<file path="src/uvs_pkg.sv">
// Shared types, constants and fixed-point helpers for the UV sphere vertex generator.
// No dependencies.
`timescale 1ns / 1ps
`default_nettype none
package uvs_pkg;
	localparam int MAX_SLICES_DEF = 32;
	localparam int MAX_STACKS_DEF = 32;
	localparam int ANGLE_BITS_DEF = 16;
	localparam int CELL_VERTS = 6;
	localparam int IDX_W = 5;
	localparam int CFG_IDX_W = 2;
	localparam int CFG_DATA_W = 24;

	localparam logic [CFG_IDX_W-1:0] REG_RADIUS = 2'd0;
	localparam logic [CFG_IDX_W-1:0] REG_THETA_STEP = 2'd1;
	localparam logic [CFG_IDX_W-1:0] REG_PHI_STEP = 2'd2;

	localparam logic signed [33:0] C1 = 34'sd1686629713;
	localparam logic signed [33:0] C3 = 34'sd693598669;
	localparam logic signed [33:0] C5 = 34'sd85569305;
	localparam logic signed [33:0] C7 = 34'sd5026995;
	localparam logic signed [33:0] C9 = 34'sd172272;

	localparam logic [CELL_VERTS-1:0] CORNER_DX = 6'b101010;
	localparam logic [CELL_VERTS-1:0] CORNER_DY = 6'b110001;

	typedef struct packed {
		logic [IDX_W-1:0] x;
		logic [IDX_W-1:0] y;
	} cell_t;

	typedef struct packed {
		logic [23:0] radius;
		logic [15:0] theta_step;
		logic [15:0] phi_step;
	} cfg_t;

	// Q16 product, rounded half away from zero
	function automatic logic signed [26:0] mul_q16(input logic signed [24:0] a,
		input logic signed [17:0] b);
		logic [24:0] ma;
		logic [17:0] mb;
		logic [42:0] pr;
		logic [26:0] r;
		logic neg;
		neg = a[24] ^ b[17];
		ma = a[24] ? 25'(-a) : 25'(a);
		mb = b[17] ? 18'(-b) : 18'(b);
		pr = 43'(ma) * 43'(mb);
		r = 27'((pr + 43'd32768) >> 16);
		mul_q16 = neg ? -$signed(r) : $signed(r);
	endfunction
endpackage
`default_nettype wire

</file>
<file path="src/uvs_front.sv">
// Front end: accepts cell requests, clamps indices, holds them in a two-entry queue.
// Depends on uvs_pkg.
`timescale 1ns / 1ps
`default_nettype none
module uvs_front #(
	parameter int MAX_SLICES = 32,
	parameter int MAX_STACKS = 32
) (
	input  wire                       clk,
	input  wire                       arst_n,
	input  wire                       start,
	input  wire [uvs_pkg::IDX_W-1:0]  slice_index,
	input  wire [uvs_pkg::IDX_W-1:0]  stack_index,
	output logic                      busy,
	output logic                      cell_valid,
	output uvs_pkg::cell_t            grid_cell,
	input  wire                       cell_pop
);
	import uvs_pkg::*;

	cell_t mem_q [2];
	logic wr_q, rd_q;
	logic [1:0] cnt_q;
	cell_t in_cell;
	logic push;

	always_comb begin
		in_cell.x = (32'(slice_index) > MAX_SLICES - 1) ? IDX_W'(MAX_SLICES - 1) : slice_index;
		in_cell.y = (32'(stack_index) > MAX_STACKS - 1) ? IDX_W'(MAX_STACKS - 1) : stack_index;
	end

	assign busy = cnt_q[1];
	assign push = start && !busy;
	assign cell_valid = (cnt_q != 2'd0);
	assign grid_cell = mem_q[rd_q];

	always_ff @(posedge clk) begin
		if (push) begin
			mem_q[wr_q] <= in_cell;
		end
	end

	always_ff @(posedge clk or negedge arst_n) begin
		if (!arst_n) begin
			wr_q <= 1'b0;
			rd_q <= 1'b0;
			cnt_q <= 2'd0;
		end else begin
			if (push) begin
				wr_q <= !wr_q;
			end
			if (cell_pop) begin
				rd_q <= !rd_q;
			end
			cnt_q <= cnt_q + 2'(push) - 2'(cell_pop);
		end
	end
endmodule
`default_nettype wire

</file>
<file path="config.mk">
export PLATFORM = sky130hd
export DESIGN_NAME = uvs_front
export DESIGN_NICKNAME = d
export VERILOG_FILES = /design/src/uvs_pkg.sv /design/src/uvs_front.sv
export SDC_FILE = /design/constraint.sdc
export NUM_CORES = 1
export LEC_CHECK = 0
export ABC_CLOCK_PERIOD_IN_PS = 1800
export BUFFER_PORTS_ARGS = -buffer_cell sky130_fd_sc_hd__buf_2
export CAP_MARGIN = 40
export CELL_PAD_IN_SITES_DETAIL_PLACEMENT = 0
export CELL_PAD_IN_SITES_GLOBAL_PLACEMENT = 2
export CORE_AREA = 4 4 57 59
export CTS_CLUSTER_DIAMETER = 60
export DETAILED_ROUTE_END_ITERATION = 10
export DIE_AREA = 0 0 61 63
export GPL_TIMING_DRIVEN = 0
export PLACE_DENSITY = 0.76
export SLEW_MARGIN = 30
export SYNTH_ARGS = -nofsm -noshare
export SYNTH_HDL_FRONTEND = slang
export SYNTH_SLANG_ARGS = --single-unit
export TNS_END_PERCENT = 20
</file>
<file path="constraint.sdc">
create_clock -name clk -period 1.8 [get_ports clk]
set_clock_uncertainty 0.05 [all_clocks]
set_input_delay 0.09 -clock clk [delete_from_list [all_inputs] [get_ports clk]]
set_output_delay 0.09 -clock clk [all_outputs]
set_load 0.03 [all_outputs]
</file>
==> results of run 1 <==
## worst max-delay path, cell delays in order (launching register included)
cell and delay, ns:
dfrtp_1 0.45, nand2b_1 0.24, nor2_1 0.41, buf_4 0.24
## registers in the layout, indices dropped and copies added, names as in the netlist
| register | flops |
|---|---|
| mem_q | 20 |
| cnt_q | 2 |
| rd_q | 1 |
| wr_q | 1 |
## worst min path at each step
stage / from / end
floorplan: arst_n / cnt_q[0]
global placement: arst_n / cnt_q[0]
global route: arst_n / wr_q
detailed placement: arst_n / cnt_q[0]
CTS: arst_n / cnt_q[0]
finish: arst_n / rd_q
## power groups by stage
stage	sequential, uW	combinational [uW]	clock [uW]
after floorplan	833	531	0
after global placement	819	723	0
after detailed placement	823	751	0
after CTS	813	774	233
after global routing	828	818	265
final	810	757	222
## cell type report
type,instances,area share [%]
sequential,24,56.2
clock inverter,1,0.301
buffer,1,0.904
inverter,2,0.602
timing repair buffer,39,20.9
multi-input combinational,21,16.2
tap,31,3.11
clock buffer,3,1.81
## layer usage
metal / track usage, % / vias to the layer above / wire, um
li1: - / 262 / -
met1: 10.2 / 257 / 622
met2: 13.9 / 17 / 725
met3: 2.69 / 0 / 126
met4: 3.25 / 0 / 0
met5: 0 / - / 0
## cells in the final DEF, fill, tap and decap left out
| cell type | n |
|---|---|
| buf_6 | 1 |
| mux2_2 | 10 |
| ha_1 | 1 |
| or2_2 | 1 |
| inv_1 | 2 |
| dlygate4sd3_1 | 12 |
| xor2_1 | 1 |
| xnor2_1 | 3 |
| buf_4 | 2 |
| nand2b_1 | 1 |
| edfxtp_1 | 20 |
| buf_2 | 25 |
| dfrtp_1 | 4 |
| a21oi_2 | 1 |
| clkbuf_4 | 3 |
| nor3b_2 | 1 |
| clkinv_1 | 1 |
| nor2_1 | 2 |
## metrics by stage
stage	utilization, %	TNS, ns	hold WS, ns
after floorplan	-	0	-0.256
after global placement	40.0	-0.136	-0.150
after detailed placement	40.6	0	-0.145
after CTS	46.0	0	0.0536
after global routing	46.0	-0.147	0.0572
final	46.0	0	0.0597
## logic make-up (layout without fill, tap and decap cells)
group	after synthesis	count (layout)	share of synthesized area, %
AOI/OAI and AO/OA	1	1	0.951
and+or+nand+nor	5	5	3.53
xor gates and xnor gates	4	4	3.81
muxes	10	10	12.2
adders and majority gates	1	1	1.36
DFF	24	24	76.1
buffers and inverters	3	46	2.04
## timing repair
item,in CTS,in global routing
hold buffers,12,0
endpoints found under the hold margin,25,0
endpoints found under the setup margin,0,10
==> out/results.txt, run 1 <==
worst vdd ir -> 741 uV
crit path DAT -> 1.65 ns
final hold violations -> 0
Final Wtd Congestion -> 0.695
number of global-route vias before repair -> 541
final setup margin -> 0.129 ns
CTS root buf -> clkbuf_4
cell taking the most area after synthesis -> edfxtp_1
Die Ht -> 63 um
fin area -> 1250 um^2
crit start category -> flip-flop
register area share after synthesis -> 76.1%
CP Max Fanout -> 6
Syn-to-layout area delta -> 35.3%
Yosys cell types -> 13
most frequent cells after synthesis -> edfxtp_1 (20), mux2_2 (10), dfrtp_1 (4)
post-DP HPWL -> 1.10 mm
fin crit share -> 92.8%
clock share of power -> 12.4%
Max Clk Rate -> 598 MHz
Bufs on Longest Clock Path -> 2
WL/cell -> 12.1 um
pre-CTS setup slack -> 0.0997 ns
Mapped Nets -> 63
origin of the critical flop-to-flop path -> cnt_q[1]
MaxCap Viol Count -> 0
PostCTS Resize Cnt -> 0
DRT iter0 DRCs -> 5
post-route insts no fill -> 122
later-pin clock latency in the skew report -> 0.29 ns
yosys warns -> 0
EDFF count, synth -> 20
global route overflow -> 0
Pwr per Cell Area -> 1440 nW/um^2
Reg2Reg Setup Slack -> 0.13 ns
port buffer count -> 25
gr usage total -> 8.51%
initial antenna violation count -> 0
TritonCTS clock tree -> done
Ports -> 26
Die Width -> 61 um
kind of end point of the critical path -> flip-flop
switching fraction of total power -> 36.5%
worst setup path start -> cnt_q[1]
Yosys top cell area share -> 65.2%
largest net degree at the start of global routing -> 14
diode count -> 0
Cell Area, Synth -> 921 um^2
register cell area after layout -> 701 um^2
DRC errors left -> 0
Starting Density -> 34.0%
Worst Tran Pin Value -> 0.475 ns
critical setup path kind -> reg2reg
Multi-input gate area -> 201 um^2
die area -> 3840 um^2
HP Class -> in2async
Post-synth top flop -> edfxtp_1
relative slew slack -> 68.2%
Logic pwr share -> 42.3%
Placed Cells -> 106
final net count -> 107
count leader, synth -> edfxtp_1
core area -> 2710 um^2
final setup violation count -> 0
DR vias/cell -> 4.39
Worst R2R Path Depth -> 3
DP Area -> 1100 um^2
Synth Instances -> 48
total power -> 1790 uW
Critical path destination -> mem_q[1][7]
wire length of the first global-routing pass -> 2.42 mm
syn avg cell area -> 19.2 um^2
Max Slew Vio Count -> 0
Critical Path RT -> 1.77 ns
Synth area leaders -> edfxtp_1 (65%), mux2_2 (12%), dfrtp_1 (11%)
fraction of registers with async set/reset -> 16.7%
Clock Pin Slew Worst Setup and Hold Paths -> 0.12 ns
CTS Sinks -> 24
htree depth -> 1
setup bufs post-CTS -> 0
via count -> 536
DR pass1 iterations -> 2
Seq pwr share -> 45.3%
Inserted Clock Buffers -> 3
leak pwr -> 0.000495 uW
cell internal pwr -> 1140 uW
row cnt -> 19
# fillers -> 254
fin crit period -> 1.67 ns
outcome -> complete, no violations
layout cell share with drive strength beyond 1 -> 48.4%
Yosys reg bits -> 24
RR Endpoint -> mem_q[1][7]
sw power -> 653 uW
post-route ant nets -> 0
WL final -> 1.47 mm
RSZ-0062 raised after global routing -> true
(Power assumes the default switching activity.)
==> run 2: changes to the inputs <==
--- a/config.mk
+++ b/config.mk
@@ -15,9 +15,9 @@
 export DETAILED_ROUTE_END_ITERATION = 10
 export DIE_AREA = 0 0 61 63
 export GPL_TIMING_DRIVEN = 0
-export PLACE_DENSITY = 0.76
+export PLACE_DENSITY_LB_ADDON = 0.1
 export SLEW_MARGIN = 30
 export SYNTH_ARGS = -nofsm -noshare
 export SYNTH_HDL_FRONTEND = slang
 export SYNTH_SLANG_ARGS = --single-unit
-export TNS_END_PERCENT = 20
+export TNS_END_PERCENT = 1
==> run 2 against run 1 <==
Non-clock buffer count is the same; utilization stayed put; clock power is 2% higher; critical path depth stayed put; cell area did not move; hold slack got worse by 0.012 ns; cell count is the same; via count shrank 0.93%; sequential share of layout area unchanged; wire length decreased by 0.41%; register-to-register slack better by 0.07 ns; global-route usage grew 0.061 points; highest routed layer is now met4.
==> out/results.txt, run 2 (same netlist as run 1, synthesis figures left out) <==
outcome -> complete, no violations
port buffer count -> 25 (unchanged)
initial antenna violation count -> 0 (unchanged)
layout cell share with drive strength beyond 1 -> 48.4% (unchanged)
Ports -> 26 (unchanged)
Syn-to-layout area delta -> 35.3% (unchanged)
TritonCTS clock tree -> done
worst vdd ir -> 1000 uV (+36%)
global route overflow -> 0 (unchanged)
final setup violation count -> 0 (unchanged)
fin area -> 1250 um^2 (unchanged)
most frequent cells in the layout -> buf_2 (25), edfxtp_1 (20), dlygate4sd3_1 (12), mux2_2 (10), dfrtp_1 (4)
htree depth -> 1 (unchanged)
critical setup path kind -> reg2reg
leak pwr -> 0.000495 uW (unchanged)
biggest regs -> mem_q (20), cnt_q (2)
max reg flops -> 20 (unchanged)
CTS root buf -> clkbuf_4
post-layout util -> 46.0% (unchanged)
max incr delay on CP -> 0.44 ns (about the same)
worst hold slack -> 0.0478 ns (-0.0119 ns)
crit start category -> flip-flop
origin of the critical flop-to-flop path -> cnt_q[1]
MaxCap Viol Count -> 0 (unchanged)
kind of end point of the critical path -> flip-flop
Die Width -> 61 um (unchanged)
DR pass1 iterations -> 2 (unchanged)
DRC errors left -> 0 (unchanged)
fin crit period -> 1.61 ns (-0.0662 ns)
later-pin clock latency in the skew report -> 0.30 ns (about the same)
DP Area -> 1100 um^2 (unchanged)
Max Clk Rate -> 623 MHz (+4.1%)
relative slew slack -> 72.8% (+4.5 points)
WL final -> 1.47 mm (-0.41%)
RSZ-0062 raised after global routing -> false
commonest non-fill, non-tap cell in the layout -> buf_2
Starting Density -> 34.0% (unchanged)
Die Ht -> 63 um (unchanged)
largest net degree at the start of global routing -> 14 (unchanged)
Clock Pin Slew Worst Setup and Hold Paths -> 0.12 ns (about the same)
CTS Sinks -> 24 (unchanged)
CP cell instances -> nand2b_1 > nor2_1 > buf_4
Biggest register -> mem_q
die area -> 3840 um^2 (unchanged)
worst setup path start -> cnt_q[1]
crit path DAT -> 1.59 ns (-0.06 ns)
final hold violations -> 0 (unchanged)
Worst Tran Pin Value -> 0.407 ns (-0.0678 ns)
WL/cell -> 12.0 um (-0.41%)
Pwr per Cell Area -> 1440 nW/um^2 (about the same)
Final Wtd Congestion -> 0.581 (-16%)
gr usage total -> 8.57% (+0.061 points)
Max Slew Vio Count -> 0 (unchanged)
wire length of the first global-routing pass -> 2.30 mm (-4.9%)
HP Class -> in2async
CP Max Fanout -> 6 (unchanged)
post-route ant nets -> 0 (unchanged)
Inserted Clock Buffers -> 3 (unchanged)
diode count -> 0 (unchanged)
slowest CP cell -> dfrtp_1
final net count -> 107 (unchanged)
core area -> 2710 um^2 (unchanged)
post-DP HPWL -> 1.06 mm (-3.2%)
Bufs on Longest Clock Path -> 2 (unchanged)
DR vias/cell -> 4.35 (-0.93%)
row cnt -> 19 (unchanged)
DRT iter0 DRCs -> 3 (-2)
Critical Path RT -> 1.78 ns (about the same)
fin crit share -> 89.2% (-3.7 points)
number of global-route vias before repair -> 516 (-4.6%)
via count -> 531 (-0.93%)
run 2: cell counts in the layout (fill, tap and decap cells not counted):
Identical to the previous run, type by type.
run 2: final timing paths:
check                              end  slack (ns)  depth (start not counted)
max                        mem_q[0][2]        0.19                          3
min                           cnt_q[0]        0.05                          2
max reg2reg                mem_q[0][2]        0.19                          3
min reg2reg                       wr_q        0.45                          1
max in group asynchronous         rd_q        1.54                          2
min in group clk              cnt_q[1]        0.07                          4
run 2: area by class of cell:
cell class	instances	area, um^2
clock buffer	3	22.5
buffer	1	11.3
clock inverter	1	3.75
multi-input combinational	21	201
fill	253	1460
sequential	24	701
timing repair buffer	39	260
tap	31	38.8
inverter	2	7.51
run 2: layer usage:
metal | GRT usage (%) | vias to the layer above | share of wire, %
met1 | 9.71 | 247 | 42
met5 | 0 | - | 0
met2 | 13.4 | 18 | 49
met4 | 5.69 | 0 | 2.5
li1 | - | 261 | -
met3 | 2.69 | 5 | 6.1
run 2: timing repair:
item / 4_1_cts / 5_1_grt
endpoints found under the hold margin: 25 / 0
hold buffers: 12 / 0
gates resized for setup: 0 / 0
buffers inserted: 0 / 0
run 2: worst max-delay path: cells and delay by family, from the launching register on:
kind | cells | cell delay, ns
flip-flops | 1 | 0.44
buffers and inverters | 1 | 0.24
AND/OR/NAND/NOR | 2 | 0.60
run 2: power by group:
| part | switching (uW) | total [uW] | internal [uW] | leakage (uW) |
|---|---|---|---|---|
| clock network | 145 | 226 | 81.0 | 0.0000154 |
| logic | 453 | 756 | 303 | 0.000248 |
| registers | 54.7 | 806 | 752 | 0.000231 |
| total | 653 | 1790 | 1140 | 0.000495 |
run 2: stage by stage:
| step | setup TNS, ns | cells | setup slack (ns) | power, uW |
|---|---|---|---|---|
| floorplan | 0 | 48 | 0.124 | 1360 |
| global placement | -0.699 | 104 | -0.0353 | 1550 |
| detailed placement | 0 | 106 | 0.160 | 1580 |
| CTS | 0 | 122 | 0.142 | 1830 |
| global route | 0 | 122 | 0.0851 | 1900 |
| finish | 0 | 122 | 0.195 | 1790 |
==> run 3: changes to the inputs <==
--- a/config.mk
+++ b/config.mk
@@ -8,13 +8,12 @@
 export ABC_CLOCK_PERIOD_IN_PS = 1800
 export BUFFER_PORTS_ARGS = -buffer_cell sky130_fd_sc_hd__buf_2
 export CAP_MARGIN = 40
-export CELL_PAD_IN_SITES_DETAIL_PLACEMENT = 0
+export CELL_PAD_IN_SITES_DETAIL_PLACEMENT = 1
 export CELL_PAD_IN_SITES_GLOBAL_PLACEMENT = 2
 export CORE_AREA = 4 4 57 59
 export CTS_CLUSTER_DIAMETER = 60
 export DETAILED_ROUTE_END_ITERATION = 10
 export DIE_AREA = 0 0 61 63
-export GPL_TIMING_DRIVEN = 0
 export PLACE_DENSITY_LB_ADDON = 0.1
 export SLEW_MARGIN = 30
 export SYNTH_ARGS = -nofsm -noshare
==> run 3 against run 2 <==
Sequential cell count did not move; utilization rose by 0.14 points; non-clock buffer count rose by 1; clock power barely moved; cell count rose by 0.82%; count of clock-buffer cells in the layout rose by 1; largest cell class unchanged.
==> out/results.txt, run 3 (same netlist as run 1, synthesis figures left out) <==
fin crit share -> 91.1% (+1.9 points)
WL/cell -> 12.5 um (+3.8%)
Pwr per Cell Area -> 1430 nW/um^2 (-0.60%)
Max Slew Vio Count -> 0 (unchanged)
CTS root buf -> clkbuf_4
Inserted Clock Buffers -> 3 (unchanged)
fin crit period -> 1.64 ns (+0.0349 ns)
port buffer count -> 25 (unchanged)
layout cell share with drive strength beyond 1 -> 48.9% (+0.56 points)
kind of end point of the critical path -> primary output
Reg2Reg Setup Slack -> 0.43 ns (+0.24 ns)
largest net degree at the start of global routing -> 14 (unchanged)
Final Wtd Congestion -> 0.642 (+11%)
# fillers -> 286 (+13%)
CP cell instances -> mux2_2 > buf_2
worst vdd ir -> 840 uV (-16%)
Critical Path RT -> 1.66 ns (-0.12 ns)
die area -> 3840 um^2 (unchanged)
CP Max Fanout -> 11 (+5)
post-route insts no fill -> 123 (+0.82%)
Max Clk Rate -> 610 MHz (-2.1%)
DR pass1 iterations -> 4 (+2)
final net count -> 108 (+0.93%)
wire length of the first global-routing pass -> 2.61 mm (+14%)
crit start category -> flip-flop
biggest regs -> mem_q (20), cnt_q (2)
post-route ant nets -> 0 (unchanged)
diode count -> 0 (unchanged)
post-DP HPWL -> 1.12 mm (+5.4%)
worst hold slack -> 0.0539 ns (+0.00602 ns)
Biggest register -> mem_q
gr usage total -> 9.20% (+0.62 points)
Syn-to-layout area delta -> 35.7%
htree depth -> 1 (unchanged)
Worst Tran Pin Value -> 0.446 ns (+0.0384 ns)
outcome -> complete, no violations
initial antenna violation count -> 0 (unchanged)
CTS Sinks -> 24 (unchanged)
register cell area after layout -> 701 um^2 (unchanged)
critical setup path kind -> reg2out
row cnt -> 19 (unchanged)
max reg flops -> 20 (unchanged)
max incr delay on CP -> 0.63 ns (+0.19 ns)
commonest non-fill, non-tap cell in the layout -> buf_2
RSZ-0062 raised after global routing -> false
HP Class -> in2async
Starting Density -> 34.0% (unchanged)
WL final -> 1.54 mm (+4.7%)
core area -> 2710 um^2 (unchanged)
number of global-route vias before repair -> 597 (+16%)
final setup violation count -> 0 (unchanged)
Clock Pin Slew Worst Setup and Hold Paths -> 0.11 ns (about the same)
TritonCTS clock tree -> done
via count -> 535 (+0.75%)
Multi-input gate area -> 201 um^2 (unchanged)
Ports -> 26 (unchanged)
DRC errors left -> 0 (unchanged)
slowest CP cell -> dfrtp_1
leak pwr -> 0.000499 uW (+0.83%)
global route overflow -> 0 (unchanged)
MaxCap Viol Count -> 0 (unchanged)
DRT iter0 DRCs -> 9 (+6)
worst setup path start -> rd_q
DP Area -> 1100 um^2 (+0.34%)
crit path DAT -> 1.50 ns (-0.09 ns)
later-pin clock latency in the skew report -> 0.29 ns (about the same)
final setup margin -> 0.160 ns (-0.0349 ns)
relative slew slack -> 70.3% (-2.5 points)
Die Width -> 61 um (unchanged)
setup bufs post-CTS -> 0 (unchanged)
fin area -> 1250 um^2 (+0.30%)
pre-CTS setup slack -> 0.450 ns (+0.289 ns)
origin of the critical flop-to-flop path -> cnt_q[1]
DR vias/cell -> 4.35 (about the same)
final hold violations -> 0 (unchanged)
Bufs on Longest Clock Path -> 2 (unchanged)
most frequent cells in the layout -> buf_2 (25), edfxtp_1 (20), dlygate4sd3_1 (12), mux2_2 (10)
Die Ht -> 63 um (unchanged)
Placed Cells -> 107 (+0.94%)
setup TNS -> 0 ns (unchanged)
run 3: timing repair:
action	in CTS	in global routing
resized for setup	0	0
endpoints found under the hold margin	25	0
hold buffers	12	0
run 3: where the power goes:
group,internal [uW],leakage [uW],switching [uW]
clock network,86.3,0.0000150,142
logic,297,0.000252,410
registers,751,0.000231,96.8
total,1130,0.000499,649
run 3: metrics by stage:
step	total power (uW)	util [%]
4_1_cts	1820	46.1
3_3_place_gp	1560	40.7
5_1_grt	1900	46.1
6_report	1780	46.1
3_5_place_dp	1560	40.7
2_1_floorplan	1360	-
run 3: area by class of cell:
type	count	area share [%]
repair buffers	41	22.0
well taps	31	3.10
flip-flops and latches	24	56.1
multi-input cells	21	16.1
clock buffers	4	2.10
inverters	2	0.601
run 3: worst paths after layout:
path	end	cells after the start
worst max-delay path	grid_cell[5]	2
worst min-delay path	cnt_q[0]	2
worst max register to register	mem_q[0][4]	3
worst min register to register	wr_q	1
max in group asynchronous	wr_q	2
min in group clk	cnt_q[1]	4
run 3: worst max-delay path, delay by kind of cell, from the launching register on:
kind	cells	cell delay, ns
buffers and inverters	1	0.18
flip-flops	1	0.63
multiplexers	1	0.39
run 3: metal layers:
metal	vias up	wire length (um)	track usage [%]
li1	264	-	-
met1	254	639	11.2
met2	15	792	14.8
met3	2	97	1.86
met4	0	8	4.88
met5	-	0	0
